$ cat src/ksps_pkg.sv
// ----------------------------------------------------------------------------
// ksps_pkg
// Shared codes, widths and controller/datapath bundles for the k smallest
// pair sums unit.
// ----------------------------------------------------------------------------
package ksps_pkg;

	localparam int VAL_W   = 32;
	localparam int SUM_W   = 33;
	localparam int LIMIT_W = 7;
	localparam int MODE_W  = 2;

	localparam logic [MODE_W-1:0] MODE_FIRST  = 2'd0;
	localparam logic [MODE_W-1:0] MODE_SECOND = 2'd1;
	localparam logic [MODE_W-1:0] MODE_RUN    = 2'd2;

	// which (row, column) pair the list memories are addressed with
	typedef enum logic [1:0] {
		LS_ORIGIN,
		LS_BEST,
		LS_RIGHT,
		LS_DOWN
	} list_sel_t;

	typedef struct packed {
		logic      load;
		logic      run_start;
		logic      clear;
		logic      scan_init;
		logic      scan_step;
		logic      heap_rm_rd;
		logic      heap_move;
		logic      heap_push;
		logic      out_load;
		logic      out_empty;
		list_sel_t list_sel;
	} ksps_cmd_t;

	typedef struct packed {
		logic run_empty;
		logic scan_done;
		logic out_free;
		logic can_right;
		logic can_down;
		logic is_last;
	} ksps_status_t;

endpackage

$ cat src/ksps_ctrl.sv
// ----------------------------------------------------------------------------
// ksps_ctrl
// Controller: sequences loads, candidate scans, removal, result issue and
// the pushes of the next candidates.
// ----------------------------------------------------------------------------
module ksps_ctrl (
	input  logic                        clk,
	input  logic                        arst_n,
	input  logic                        item_valid,
	output logic                        item_stall,
	input  logic [ksps_pkg::MODE_W-1:0] mode,
	input  ksps_pkg::ksps_status_t      status,
	output ksps_pkg::ksps_cmd_t         cmd
);

	typedef enum logic [3:0] {
		S_IDLE,
		S_EMPTY,
		S_INIT_RD,
		S_INIT_WR,
		S_SCAN0,
		S_SCAN,
		S_REMOVE,
		S_MOVE,
		S_EMIT,
		S_R_RD,
		S_R_WR,
		S_D_RD,
		S_D_WR
	} state_t;

	state_t state_q, state_d;

	assign item_stall = (state_q != S_IDLE);

	// next state and commands
	always_comb begin
		state_d      = state_q;
		cmd          = '0;
		cmd.list_sel = ksps_pkg::LS_BEST;
		case (state_q)
			S_IDLE: begin
				if (item_valid) begin
					case (mode)
						ksps_pkg::MODE_FIRST, ksps_pkg::MODE_SECOND: begin
							cmd.load = 1'b1;
						end
						ksps_pkg::MODE_RUN: begin
							cmd.run_start = 1'b1;
							state_d = status.run_empty ? S_EMPTY : S_INIT_RD;
						end
						default: begin
						end
					endcase
				end
			end
			S_EMPTY: begin
				if (status.out_free) begin
					cmd.out_load  = 1'b1;
					cmd.out_empty = 1'b1;
					cmd.clear     = 1'b1;
					state_d       = S_IDLE;
				end
			end
			S_INIT_RD: begin
				cmd.list_sel = ksps_pkg::LS_ORIGIN;
				state_d      = S_INIT_WR;
			end
			S_INIT_WR: begin
				cmd.list_sel  = ksps_pkg::LS_ORIGIN;
				cmd.heap_push = 1'b1;
				state_d       = S_SCAN0;
			end
			S_SCAN0: begin
				cmd.scan_init = 1'b1;
				state_d       = S_SCAN;
			end
			S_SCAN: begin
				if (status.scan_done) begin
					state_d = S_REMOVE;
				end else begin
					cmd.scan_step = 1'b1;
				end
			end
			S_REMOVE: begin
				cmd.heap_rm_rd = 1'b1;
				state_d        = S_MOVE;
			end
			S_MOVE: begin
				cmd.heap_move = 1'b1;
				state_d       = S_EMIT;
			end
			S_EMIT: begin
				if (status.out_free) begin
					cmd.out_load = 1'b1;
					if (status.is_last) begin
						cmd.clear = 1'b1;
						state_d   = S_IDLE;
					end else if (status.can_right) begin
						state_d = S_R_RD;
					end else if (status.can_down) begin
						state_d = S_D_RD;
					end else begin
						state_d = S_SCAN0;
					end
				end
			end
			S_R_RD: begin
				cmd.list_sel = ksps_pkg::LS_RIGHT;
				state_d      = S_R_WR;
			end
			S_R_WR: begin
				cmd.list_sel  = ksps_pkg::LS_RIGHT;
				cmd.heap_push = 1'b1;
				state_d       = status.can_down ? S_D_RD : S_SCAN0;
			end
			S_D_RD: begin
				cmd.list_sel = ksps_pkg::LS_DOWN;
				state_d      = S_D_WR;
			end
			S_D_WR: begin
				cmd.list_sel  = ksps_pkg::LS_DOWN;
				cmd.heap_push = 1'b1;
				state_d       = S_SCAN0;
			end
			default: begin
				state_d = S_IDLE;
			end
		endcase
	end

	// hold state
	always_ff @(posedge clk or negedge arst_n) begin
		if (!arst_n) begin
			state_q <= S_IDLE;
		end else begin
			state_q <= state_d;
		end
	end

endmodule

$ cat config.mk
export PLATFORM = sky130hd
export DESIGN_NAME = ksps_ctrl
export DESIGN_NICKNAME = d
export VERILOG_FILES = /design/src/ksps_pkg.sv /design/src/ksps_ctrl.sv
export SDC_FILE = /design/constraint.sdc
export NUM_CORES = 1
export LEC_CHECK = 0
export BUFFER_PORTS_ARGS = -buffer_cell sky130_fd_sc_hd__buf_2
export CAP_MARGIN = 20
export CORE_AREA = 3 3 40 42
export CTS_CLUSTER_DIAMETER = 100
export DETAILED_ROUTE_END_ITERATION = 12
export DIE_AREA = 0 0 43 45
export GPL_ROUTABILITY_DRIVEN = 0
export HOLD_SLACK_MARGIN = 0.12
export PLACE_DENSITY_LB_ADDON = 0.12
export SETUP_SLACK_MARGIN = 0.2
export SYNTH_ARGS = -nofsm -noshare
export SYNTH_HDL_FRONTEND = slang
export SYNTH_SLANG_ARGS = --single-unit
$ cat constraint.sdc
create_clock -name clk -period 2.1 [get_ports clk]
set_input_delay 0.63 -clock clk [delete_from_list [all_inputs] [get_ports clk]]
set_output_delay 0.63 -clock clk [all_outputs]
set_load 0.02 [all_outputs]
After elaboration in Yosys (flattened, before gate mapping)
Index checks and enable logic that the tools add are counted.

cells by class
  mux-type cells = 28
  reductions and logical operators = 10
  equality and inequality tests = 19

operator list
  cell                  count
  $pmux W4 S12          1
  $mux W4               8
  $eq A4 B4 Y1 const B  5
  $eq A4 B3 Y1 const B  4
  $mux W1               12
  $reduce_or A2 Y1      5
  $eq A4 B2 Y1 const B  2
  $mux W2               4
  $ne A2 B2 Y1 const B  4
  $pmux W2 S3           1
  $reduce_and A5 Y1     1
  $eq A4 B1 Y1 const B  1
  $logic_not A4 Y1      1
  $pmux W1 S2           2
  $reduce_bool A4 Y1    1
  $reduce_or A3 Y1      1
  $eq A2 B1 Y1 const B  1
  $eq A2 B2 Y1 const B  1
  $logic_not A2 Y1      1
  $ne A2 B1 Y1 const B  1

storage, ports and cells
  register bits = 4
  output and inout port bits = 13

Longest topological paths before layout
Gate-level depths: netlist (run 1).

  depth after elaboration = 5
  depth in mapped cells = 6

Least setup slack after synthesis (run 1)
OpenSTA, ideal clock, no wires.

  path type = reg-to-output
  start point = register state_q[0]
  end point = output port cmd[10] in the netlist's numbering
  cell stages (with the launch flop) = 7
  data required time = 1.470 ns
  buffers on the path = 2
  arrival = 1.627 ns
  path slack = -0.157 ns
  cells stage by stage = dfrtp_1 -> buf_6 -> or2_1 -> buf_6 -> nor3_1 -> nand2_1 -> nor3b_1

RTL lines
  item                    line              RTL
  from (decl)             ksps_ctrl.sv:32   state_t state_q, state_d;
  from (signal assigned)  ksps_ctrl.sv:137  state_q <= state_d;
  to (decl)               ksps_ctrl.sv:13   output ksps_pkg::ksps_cmd_t cmd

==> summary.txt, run 1 <==
Critical path
  – Critical Path Fanout Max: 2
  – List of cells traversed by the critical path: or2_4 > nor3_4 > nand2_2 > nor3b_4 > buf_6
  – Capture point of the worst reg-to-reg path: state_q[1]$_DFFE_PN0P_
  – Worst setup path start: state_q[0]$_DFFE_PN0P_
  – Critical path class: reg2out
  – Endpoint class of the critical path: output port
  – Reg-to-reg critical path startpoint: state_q[2]$_DFFE_PN0P_
  – Slowest-stage cell, CP: sky130_fd_sc_hd__dfrtp_1
  – Critical Path Source Type: register
  – Worst endpoint required time: 1.47 ns
  – CP arrival: 1.43 ns
  – Slowest cell delay on critical path: 0.37 ns
  – Worst reg2reg setup slack: 0.19 ns
  – Number of cells traversed by the worst register-to-register path: 6

Final layout
  – Growth of design area from synthesis to finish: 95.8%
  – Register name with the most flops: state_q
  – Share of post-route cells with drive strength above 1: 68.2%
  – Biggest registers after layout: state_q x4
  – Max reg flops: 4
  – Utilization after layout: 81.4%
  – Final #Nets: 123
  – Count of placed standard cells in the final layout, fillers left out: 125
  – Diodes inserted: 0
  – Design area: 1050 sq um

GRT
  – Global-route wire length before repair: 2730 microns
  – Vias in the first global route: 603
  – Combined global-route utilization of all metal layers: 18.5%
  – Number of antenna violations at the first check in global routing: 0
  – Congestion Overflow GR: 0
  – Pin count of the biggest net entering global routing: 13

Synth
  – Synth Net Count: 84
  – Synthesized cell area: 534 sq um
  – Adder-cell share of the synthesized area: 0%
  – Parity-gate share of the synthesized area counting xor and xnor cells: 3.28%
  – Area share of and/or/nand/nor cells after synthesis: 42.2%
  – Leading cell types by total area after synthesis: sky130_fd_sc_hd__dfrtp_1 (19%), sky130_fd_sc_hd__nand2b_1 (9.4%), sky130_fd_sc_hd__nor3_1 (8.4%)
  – Cells after synthesis: 73
  – Dominant cell type by area after synthesis: sky130_fd_sc_hd__dfrtp_1
  – Post-Synthesis Mean Instance Area: 7.32 sq um
  – Share of flip-flops with an asynchronous set or reset: 100%
  – Post-synthesis sequential element count: 4
  – Post-synth top flop: sky130_fd_sc_hd__dfrtp_1
  – Count of flip-flops with a built-in enable after synthesis: 0
  – Fraction of post-synthesis cell area in the top cell type by area: 18.7%
  – Fraction of synthesized area in multiplexers: 0%
  – Distinct cell type count after synthesis: 32
  – Dominant combinational cell family by area after synthesis: simple AND/OR/NAND/NOR gates
  – Number of warnings issued by yosys: 0
  – Post-synthesis compound-gate area fraction: 26.0%
  – Sequential cell area fraction in the yosys report: 18.7%

Run
  – Max-capacitance violation count: 0

Die
  – Die footprint: 1940 sq um
  – Std-Cell Core Area: 1280 sq um
  – Number of placement rows: 13
  – DIE WIDTH: 43 microns
  – Die Y: 45 microns
  – Number of top-level pins: 24
  – Initial Utilization: 41.6%

Pwr
  – Share of total power in sequential cells: 11.0%
  – Part of the total power dissipated in the clock network: 9.3%
  – Final Total Pwr: 952 uW
  – Switching part of the total: 46.9%
  – Leakage: 0.000467 uW
  – PwrDens: 910 nW/um^2
  – Comb power frac: 79.7%
  – Internal power component: 506 uW
  – Largest voltage drop on the vdd net: 0.671 mV
  – Psw: 446 uW

Routing
  – Post-route antenna net violation count: 0
  – Count of TritonRoute iterations in the first routing pass: 4
  – Post-route DRC: 0
  – Wire length per cell: 17.0 microns
  – Total detailed-routing wirelength: 2120 microns
  – Count of routing violations after the opening detailed-route iteration: 26
  – Via count normalized by instance count: 5.95
  – Routed via count: 744

Place
  – Area after DPL: 721 sq um
  – IO Port Bufs: 23
  – Post-Place Cells: 112
  – Worst slack at placement: 0.208 ns
  – DP HPWL: 1180 microns

Timing
  – Setup repair after global routing missed its margin: true
  – Endpoints failing hold: 0
  – Worst setup margin: 0.0425 ns
  – Count of final setup violators: 0
  – Final setup skew: 0.000166 ns
  – Least-Margin Pin Slew: 0.465 ns
  – Final count of pins violating max slew: 0
  – Period utilisation layout: 98.0%
  – Maximum operating frequency: 486 MHz
  – Max-slew headroom at the worst pin: 68.6%
  – Min Clock Period, post-route: 2.06 ns

Clock tree
  – Hold buffer count at CTS: 0
  – Clock sink count: 4
  – TritonCTS clock tree: yes
  – Reg clk slew, reported paths: 0.03 ns
  – TritonCTS Buffers: 3
  – Max Buffers Root-to-Sink: 2
  – CTS H-tree depth: 1
  – Clock latency reported for the late side of the worst-skew pair: 0.22 ns
  – Buffer type at the clock tree root: sky130_fd_sc_hd__clkbuf_4

Status
  – Status: completed

Min path
  – Worst Hold Class: in2async
power groups by stage:
stage | combinational (uW) | sequential, uW | clock (uW)
3_3_place_gp | 458 | 103 | 0
5_1_grt | 799 | 107 | 102
6_report | 759 | 105 | 88.8
3_5_place_dp | 457 | 102 | 0
2_1_floorplan | 360 | 102 | 0
4_1_cts | 593 | 103 | 94.2
critical path: cells and delay by family (launching register included):
kind | cells | cell delay, ns
AND/OR/NAND/NOR | 4 | 0.70
buffers and inverters | 1 | 0.14
flip-flops | 1 | 0.37
layer usage:
layer  part of all wire (%)  track usage (%)
met1                     39             23.5
met2                     50             33.2
met3                    7.1             2.39
met4                    3.8             4.82
met5                      0                0
metrics by stage:
step	hold WS (ns)	TNS (ns)
floorplan	0.334	0
detailed placement	0.435	0
global route	0.187	-0.0660
global placement	0.435	0
finish	0.201	0
CTS	0.192	0
what timing repair did:
action                     CTS  global route
pin swaps                    7            10
buffers inserted             6             4
setup endpoints to repair   11            16
gates resized for setup     38            25
Yosys cell counts, drive strengths merged, types with 2 or more instances:
cell     n
inv      3
nand2b   8
a21oi    8
nor2     7
a211oi   2
buf      6
nor3    10
o21ai    2
dfrtp    4
o22ai    3
nand2    4
cell families after synthesis:
logic type / count (synthesis)
and+or+nand+nor: 38
DFF: 4
AOI/OAI and AO/OA: 20
buffers and inverters: 9
xor gates and xnor gates: 2
cell usage in the layout, fill, tap and decap left out, drive strengths merged:
cell type  Yosys  layout
o211ai         1       1
a211oi         2       2
nor3b          1       1
a21o           1       1
clkinvlp       0       1
nor4b          1       1
nand3          1       1
o21ai          2       2
dfrtp          4       4
inv            3       2
nor2           7       7
nor4           1       1
xor2           1       1
and2           1       1
a21oi          8       8
clkbuf         0       3
xnor2          1       1
or2            1       1
or4b           1       1
o22ai          3       3
nor4bb         1       1
nand2          4       4
a2bb2oi        1       1
nor3          10      10
nand2b         8       8
buf            6      40
nor2b          1       1
a211o          1       1
o21bai         1       1
final cells by class:
type	count	area [sq um]
Multi-Input combinational cell	60	541
Tap cell	15	18.8
Inverter	3	22.5
Clock buffer	3	22.5
Fill cell	75	239
Timing Repair Buffer	40	339
Sequential cell	4	103
worst max-delay path by stage:
stage               endpoint  cells after the start
floorplan            cmd[10]                      6
global placement     cmd[10]                      5
detailed placement   cmd[10]                      5
CTS                   cmd[1]                      5
global route         cmd[10]                      5
finish               cmd[10]                      5
Power figures use the tool's default switching activity.
==> run 2: changes to the inputs <==
RECOVER_POWER = 100   (was default)
==> run 2 against run 1 <==
  * Worst hold slack improved by 0.021 ns
  * Non-clock buffer count did not move
  * Cell count did not move
  * Critical path depth did not move
  * Sequential share of layout area rose by 0.22 points
  * Maximum frequency barely moved
  * Critical path type unchanged
  * Highest routed layer unchanged
==> summary.txt, run 2 (synthesized netlist as in run 1, its figures left out) <==
Pwr
  – Internal power component: 503 uW (-0.55%)
  – Share of total power in sequential cells: 11.0% (about the same)
  – Comb power frac: 79.6% (about the same)
  – Switching part of the total: 46.9% (+0.052 points)
  – Part of the total power dissipated in the clock network: 9.4% (about the same)
  – Largest voltage drop on the vdd net: 0.672 mV (about the same)
  – PwrDens: 926 nW/um^2 (+1.7%)
  – Leakage: 0.000458 uW (-1.9%)
  – Psw: 445 uW (-0.34%)

Timing
  – Worst slack on hold paths: 0.222 ns (+0.0211 ns)
  – Endpoints failing hold: 0 (unchanged)
  – Final count of pins violating max slew: 0 (unchanged)
  – Maximum operating frequency: 486 MHz (about the same)
  – Min Clock Period, post-route: 2.06 ns (-0.0000668 ns)
  – Max-slew headroom at the worst pin: 68.6% (about the same)
  – Setup repair after global routing missed its margin: true
  – Count of final setup violators: 0 (unchanged)
  – Final setup skew: 0.000329 ns (+0.000163 ns)
  – Post-Route Setup TNS: 0 ns (unchanged)
  – Worst setup margin: 0.0426 ns (+0.0000668 ns)
  – Least-Margin Pin Slew: 0.465 ns (+0.000133 ns)
  – Period utilisation layout: 98.0% (about the same)

Final layout
  – Utilization after layout: 79.6% (-1.8 points)
  – Count of placed standard cells in the final layout, fillers left out: 125 (unchanged)
  – Share of post-route cells with drive strength above 1: 64.5% (-3.6 points)
  – Highest-count cells in the layout ignoring fill and taps: sky130_fd_sc_hd__buf_6 (15), sky130_fd_sc_hd__buf_4 (13), sky130_fd_sc_hd__buf_2 (9)
  – Register name with the most flops: state_q
  – Leading cell type in the layout, fill and taps excluded: sky130_fd_sc_hd__buf_6
  – Growth of design area from synthesis to finish: 91.6%
  – Final #Nets: 123 (unchanged)
  – Diodes inserted: 0 (unchanged)
  – Max reg flops: 4 (unchanged)
  – Biggest registers after layout: state_q x4

Critical path
  – Critical Path Fanout Max: 2 (unchanged)
  – Critical Path Source Type: register
  – Capture point of the worst path: cmd[10]
  – Worst endpoint required time: 1.47 ns (about the same)
  – Endpoint class of the critical path: output port
  – Critical path class: reg2out
  – CP arrival: 1.43 ns (about the same)
  – Reg-to-reg critical path startpoint: state_q[2]$_DFFE_PN0P_
  – Worst setup path start: state_q[0]$_DFFE_PN0P_
  – Worst reg2reg setup slack: 0.18 ns (about the same)
  – Capture point of the worst reg-to-reg path: state_q[2]$_DFFE_PN0P_
  – Number of cells traversed by the worst register-to-register path: 6 (unchanged)

Routing
  – Count of TritonRoute iterations in the first routing pass: 4 (unchanged)
  – Count of routing violations after the opening detailed-route iteration: 17 (-35%)
  – Total detailed-routing wirelength: 2120 microns (unchanged)
  – Via count normalized by instance count: 5.94 (-0.27%)
  – Post-route DRC: 0 (unchanged)
  – Post-route antenna net violation count: 0 (unchanged)
  – Wire length per cell: 17.0 microns (unchanged)
  – Routed via count: 742 (-0.27%)

Min path
  – Worst Hold Class: in2async

Place
  – DP HPWL: 1180 microns (unchanged)
  – IO Port Bufs: 23 (unchanged)
  – Post-Place Cells: 112 (unchanged)
  – Worst slack at placement: 0.208 ns (unchanged)

Clock tree
  – Clock latency reported for the late side of the worst-skew pair: 0.22 ns (about the same)
  – Buffer type at the clock tree root: sky130_fd_sc_hd__clkbuf_4
  – Clock sink count: 4 (unchanged)
  – Reg clk slew, reported paths: 0.03 ns (about the same)
  – TritonCTS Buffers: 3 (unchanged)
  – Max Buffers Root-to-Sink: 2 (unchanged)
  – CTS H-tree depth: 1 (unchanged)
  – TritonCTS clock tree: yes

Die
  – DIE WIDTH: 43 microns (unchanged)
  – Number of placement rows: 13 (unchanged)
  – Std-Cell Core Area: 1280 sq um (unchanged)
  – Die Y: 45 microns (unchanged)
  – Die footprint: 1940 sq um (unchanged)
  – Number of top-level pins: 24 (unchanged)
  – Initial Utilization: 41.6% (unchanged)

GRT
  – Number of antenna violations at the first check in global routing: 0 (unchanged)
  – Vias in the first global route: 603 (unchanged)
  – Global-route wire length before repair: 2730 microns (unchanged)
  – Pin count of the biggest net entering global routing: 13 (unchanged)
  – Congestion Overflow GR: 0 (unchanged)
  – Combined global-route utilization of all metal layers: 18.5% (unchanged)

Status
  – Status: completed

Run
  – Max-capacitance violation count: 0 (unchanged)
-- run 2: cell types whose count changed in the layout (fill, tap and decap cells not counted), sizes merged --
cell | previous run | this run
buf | 40 | 38
clkbuf | 3 | 5
-- run 2: worst min-delay path by stage --
stage               slack [ns]                     end   start  cells after the start
floorplan                 0.33  state_q[0]$_DFFE_PN0P_  arst_n                      0
CTS                       0.19  state_q[1]$_DFFE_PN0P_  arst_n                      1
global route              0.22  state_q[1]$_DFFE_PN0P_  arst_n                      1
global placement          0.43  state_q[2]$_DFFE_PN0P_  arst_n                      1
detailed placement        0.44  state_q[0]$_DFFE_PN0P_  arst_n                      1
finish                    0.22  state_q[1]$_DFFE_PN0P_  arst_n                      1
-- run 2: metal layers --
metal | part of all wire (%) | global-route usage (%)
met5 | 0 | 0
met1 | 40 | 23.5
met2 | 49 | 33.2
met3 | 6.8 | 2.39
met4 | 4.8 | 4.82
-- run 2: area by class of cell --
cell class	instances	area (sq um)
Timing Repair Buffer	40	334
Sequential cell	4	103
Clock buffer	3	22.5
Multi-Input combinational cell	60	523
Tap cell	15	18.8
Inverter	3	22.5
Fill cell	78	262
-- run 2: what timing repair did --
action                                  in CTS  in global routing
hold buffers                                 0                  0
endpoints found under the setup margin      11                 16
resized for setup                           38                 25
buffers inserted                             6                  4
pin swaps                                    7                 10
gates cloned                                 0                  0
-- run 2: worst max-delay path: stages (launching register included) --
cell	delay, ns
sky130_fd_sc_hd__dfrtp_1	0.37
sky130_fd_sc_hd__or2_4	0.28
sky130_fd_sc_hd__nor3_4	0.14
sky130_fd_sc_hd__nand2_2	0.10
sky130_fd_sc_hd__nor3b_4	0.18
sky130_fd_sc_hd__buf_6	0.14
-- run 2: per-stage QoR --
stage,total power [uW],cell area [sq um]
3_3_place_gp,560,721
5_1_grt,1000,1020
3_5_place_dp,559,721
6_report,948,1020
4_1_cts,791,917
2_1_floorplan,462,577
-- run 2: power by group through the flow --
| stage | logic, uW | clock network [uW] | registers, uW |
|---|---|---|---|
| final | 754 | 88.9 | 105 |
| after global placement | 458 | 0 | 103 |
| after floorplan | 360 | 0 | 102 |
| after global routing | 794 | 102 | 107 |
| after CTS | 593 | 94.2 | 103 |
| after detailed placement | 457 | 0 | 102 |
==> run 3: changes to the inputs <==
ABC_AREA = 1   (was default)
PLACE_DENSITY = 0.65   (was default)
PLACE_DENSITY_LB_ADDON = default   (was 0.12)
==> run 3 against run 2 <==
  * Wire length shrank 25%
  * Critical path depth is the same
  * Count of clock-buffer cells in the layout is the same
  * Clock power grew 2%
  * Total power shrank 11%
  * Register-to-register slack gained 0.45 ns
  * Sequential cell count is the same
  * Non-clock buffer count shrank 10
==> summary.txt, run 3 <==
Final layout
  – Highest-count cells in the layout ignoring fill and taps: sky130_fd_sc_hd__nand2_1 (30), sky130_fd_sc_hd__nor2_1 (13), sky130_fd_sc_hd__buf_2 (12)
  – Share of post-route cells with drive strength above 1: 42.3% (-22 points)
  – Growth of design area from synthesis to finish: 56.4%
  – Leading cell type in the layout, fill and taps excluded: sky130_fd_sc_hd__nand2_1
  – Utilization after layout: 58.3% (-21 points)
  – Final #Nets: 136 (+11%)
  – Fill cells: 144 (+85%)
  – Register name with the most flops: state_q
  – Max reg flops: 4 (unchanged)
  – Diodes inserted: 0 (unchanged)
  – Biggest registers after layout: state_q x4

Min path
  – Worst Hold Class: in2async

Critical path
  – Total buffers and inverters traversed by the critical path: 2 (+1)
  – CP arrival: 1.37 ns (-0.06 ns)
  – Endpoint class of the critical path: output port
  – Slowest-stage cell, CP: sky130_fd_sc_hd__dfrtp_2
  – Slowest cell delay on critical path: 0.45 ns (+0.08 ns)
  – Worst reg2reg setup slack: 0.63 ns (+0.45 ns)
  – Critical Path Source Type: register
  – Critical path class: reg2out
  – Critical Path Fanout Max: 7 (+5)
  – Worst endpoint required time: 1.47 ns (about the same)
  – Capture point of the worst reg-to-reg path: state_q[3]$_DFFE_PN0P_
  – Number of cells traversed by the worst register-to-register path: 9 (+3)
  – Gate family responsible for the most delay along the worst path: flip-flops
  – Reg-to-reg critical path startpoint: state_q[2]$_DFFE_PN0P_
  – List of cells traversed by the critical path: nor2_4 > inv_1 > o22ai_1 > nand2_1 > buf_2

Synth
  – Cells after synthesis: 90 (+23%)
  – Area share of and/or/nand/nor cells after synthesis: 58.2% (+16 points)
  – Most numerous cell in the Yosys netlist: sky130_fd_sc_hd__nand2_1
  – Dominant cell type by area after synthesis: sky130_fd_sc_hd__nand2_1
  – Distinct cell type count after synthesis: 18 (-44%)
  – Count of flip-flops with a built-in enable after synthesis: 0 (unchanged)
  – Post-synthesis compound-gate area fraction: 12.3% (-14 points)
  – Leading cell types by total area after synthesis: sky130_fd_sc_hd__nand2_1 (26%), sky130_fd_sc_hd__dfrtp_1 (21%), sky130_fd_sc_hd__nor2_1 (14%)
  – Number of warnings issued by yosys: 0 (unchanged)
  – Share of flip-flops with an asynchronous set or reset: 100% (unchanged)
  – Post-Synthesis Mean Instance Area: 5.32 sq um (-27%)
  – Post-synthesis sequential element count: 4 (unchanged)
  – Sequential cell area fraction in the yosys report: 20.9% (+2.2 points)
  – Post-synth top flop: sky130_fd_sc_hd__dfrtp_1
  – Synthesized cell area: 479 sq um (-10%)
  – Dominant combinational cell family by area after synthesis: simple AND/OR/NAND/NOR gates
  – Synth Net Count: 101 (+20%)
  – Parity-gate share of the synthesized area counting xor and xnor cells: 0% (-3.3 points)
  – Leading cell types by count after synthesis: sky130_fd_sc_hd__nand2_1 (33), sky130_fd_sc_hd__nor2_1 (18), sky130_fd_sc_hd__inv_1 (9)
  – Fraction of post-synthesis cell area in the top cell type by area: 25.8% (+7.1 points)
  – Fraction of synthesized area in multiplexers: 0% (unchanged)
  – Adder-cell share of the synthesized area: 0% (unchanged)

Pwr
  – Leakage: 0.000429 uW (-6.3%)
  – Part of the total power dissipated in the clock network: 10.7% (+1.3 points)
  – Largest voltage drop on the vdd net: 0.514 mV (-24%)
  – Comb power frac: 71.2% (-8.4 points)
  – Internal power component: 408 uW (-19%)
  – Share of total power in sequential cells: 18.1% (+7.1 points)
  – PwrDens: 1130 nW/um^2 (+22%)
  – Psw: 438 uW (-1.6%)
  – Switching part of the total: 51.7% (+4.8 points)

GRT
  – Number of antenna violations at the first check in global routing: 0 (unchanged)
  – Global-route wire length before repair: 2460 microns (-9.9%)
  – Congestion Overflow GR: 0 (unchanged)
  – Combined global-route utilization of all metal layers: 16.3% (-2.2 points)
  – Vias in the first global route: 626 (+3.8%)
  – Pin count of the biggest net entering global routing: 8 (-5)

Clock tree
  – Max Buffers Root-to-Sink: 2 (unchanged)
  – Clock sink count: 4 (unchanged)
  – Clock latency reported for the late side of the worst-skew pair: 0.23 ns (about the same)
  – TritonCTS Buffers: 3 (unchanged)
  – Hold buffer count at CTS: 0 (unchanged)
  – TritonCTS clock tree: yes
  – Buffer type at the clock tree root: sky130_fd_sc_hd__clkbuf_4
  – Reg clk slew, reported paths: 0.04 ns (about the same)
  – CTS H-tree depth: 1 (unchanged)

Timing
  – Final count of pins violating max slew: 0 (unchanged)
  – Max-slew headroom at the worst pin: 83.3% (+15 points)
  – Post-Route Setup TNS: 0 ns (unchanged)
  – Period utilisation layout: 95.4% (-2.5 points)
  – Min Clock Period, post-route: 2.00 ns (-0.0531 ns)
  – Count of final setup violators: 0 (unchanged)
  – Maximum operating frequency: 499 MHz (+2.6%)
  – Worst slack on hold paths: 0.216 ns (-0.00583 ns)
  – Endpoints failing hold: 0 (unchanged)
  – Setup repair after global routing missed its margin: true
  – Least-Margin Pin Slew: 0.249 ns (-0.217 ns)
  – Final setup skew: 0.00356 ns (+0.00323 ns)

Routing
  – Total detailed-routing wirelength: 1600 microns (-25%)
  – Post-route antenna net violation count: 0 (unchanged)
  – Wire length per cell: 11.6 microns (-32%)
  – Via count normalized by instance count: 5.10 (-14%)
  – Routed via count: 704 (-5.1%)
  – Post-route DRC: 0 (unchanged)
  – Count of routing violations after the opening detailed-route iteration: 17 (unchanged)
  – Count of TritonRoute iterations in the first routing pass: 4 (unchanged)

Status
  – Status: completed

Place
  – IO Port Bufs: 23 (unchanged)
  – DP HPWL: 1140 microns (-3.3%)

Run
  – Max-capacitance violation count: 0 (unchanged)

Die
  – Number of placement rows: 13 (unchanged)
  – Number of top-level pins: 24 (unchanged)
  – Initial Utilization: 37.3% (-4.3 points)
  – Die footprint: 1940 sq um (unchanged)
  – Die Y: 45 microns (unchanged)
  – Std-Cell Core Area: 1280 sq um (unchanged)
  – DIE WIDTH: 43 microns (unchanged)
## run 3: worst max path at each step
| stage | endpoint | startpoint | slack [ns] | cells after the start |
|---|---|---|---|---|
| 5_1_grt | cmd[11] | state_q[2]$_DFFE_PN0P_ | 0.02 | 6 |
| 3_5_place_dp | cmd[9] | state_q[0]$_DFFE_PN0P_ | 0.20 | 6 |
| 3_3_place_gp | cmd[9] | state_q[0]$_DFFE_PN0P_ | 0.21 | 6 |
| 6_report | cmd[0] | state_q[2]$_DFFE_PN0P_ | 0.1 | 5 |
| 4_1_cts | cmd[11] | state_q[2]$_DFFE_PN0P_ | 0.15 | 6 |
| 2_1_floorplan | cmd[11] | state_q[0]$_DFFE_PN0P_ | 0.20 | 5 |
## run 3: power by group through the flow
stage	combinational, uW	clock [uW]	sequential, uW
4_1_cts	524	93.5	155
3_3_place_gp	454	0	133
5_1_grt	668	95.2	155
3_5_place_dp	452	0	134
6_report	602	90.4	153
2_1_floorplan	341	0	127
## run 3: cells by family after synthesis
family                 after synthesis
and+or+nand+nor                     66
buffers and inverters               11
AOI/OAI and AO/OA                    9
DFF                                  4
## run 3: cell type report
class / count / area [sq um] / share of cell area [%]
Multi-Input combinational cell: 75 / 387 / 51.6
Timing Repair Buffer: 30 / 175 / 23.4
Sequential cell: 4 / 105 / 14.0
Inverter: 11 / 41.3 / 5.51
Clock buffer: 3 / 22.5 / 3.01
Tap cell: 15 / 18.8 / 2.50
## run 3: repair_timing
| item | CTS | global route |
|---|---|---|
| buffers inserted | 2 | 4 |
| pin swaps | 5 | 5 |
| setup endpoints to repair | 11 | 11 |
| resized for setup | 23 | 9 |
| gates cloned | 0 | 0 |
## run 3: worst reg2reg max path: stages (launching register included)
cell and delay [ns]:
sky130_fd_sc_hd__dfrtp_2 0.45, sky130_fd_sc_hd__clkbuf_4 0.16, sky130_fd_sc_hd__nand2_1 0.09, sky130_fd_sc_hd__nor2_1 0.05
sky130_fd_sc_hd__nand2_1 0.08, sky130_fd_sc_hd__clkbuf_1 0.16, sky130_fd_sc_hd__nand2_1 0.07, sky130_fd_sc_hd__nor2_1 0.19
sky130_fd_sc_hd__o21ai_2 0.08, sky130_fd_sc_hd__nand2_1 0.06
## run 3: per-layer routing
metal	share of wire [%]	up-vias	wire (microns)	track usage, %
li1	-	362	-	-
met1	41	311	657	19.9
met2	50	29	804	30.8
met3	7.5	2	120	1.99
met4	0.88	0	14	3.61
met5	0	-	0	0
## run 3: metrics by stage
| stage | setup WS [ns] | std cells | total power [uW] | instance area (sq um) |
|---|---|---|---|---|
| 6_report | 0.0956 | 138 | 846 | 749 |
| 5_1_grt | 0.0222 | 138 | 919 | 749 |
| 4_1_cts | 0.148 | 134 | 773 | 718 |
| 3_5_place_dp | 0.204 | 129 | 586 | 623 |
| 3_3_place_gp | 0.209 | 129 | 587 | 623 |
| 2_1_floorplan | 0.203 | 90 | 468 | 482 |
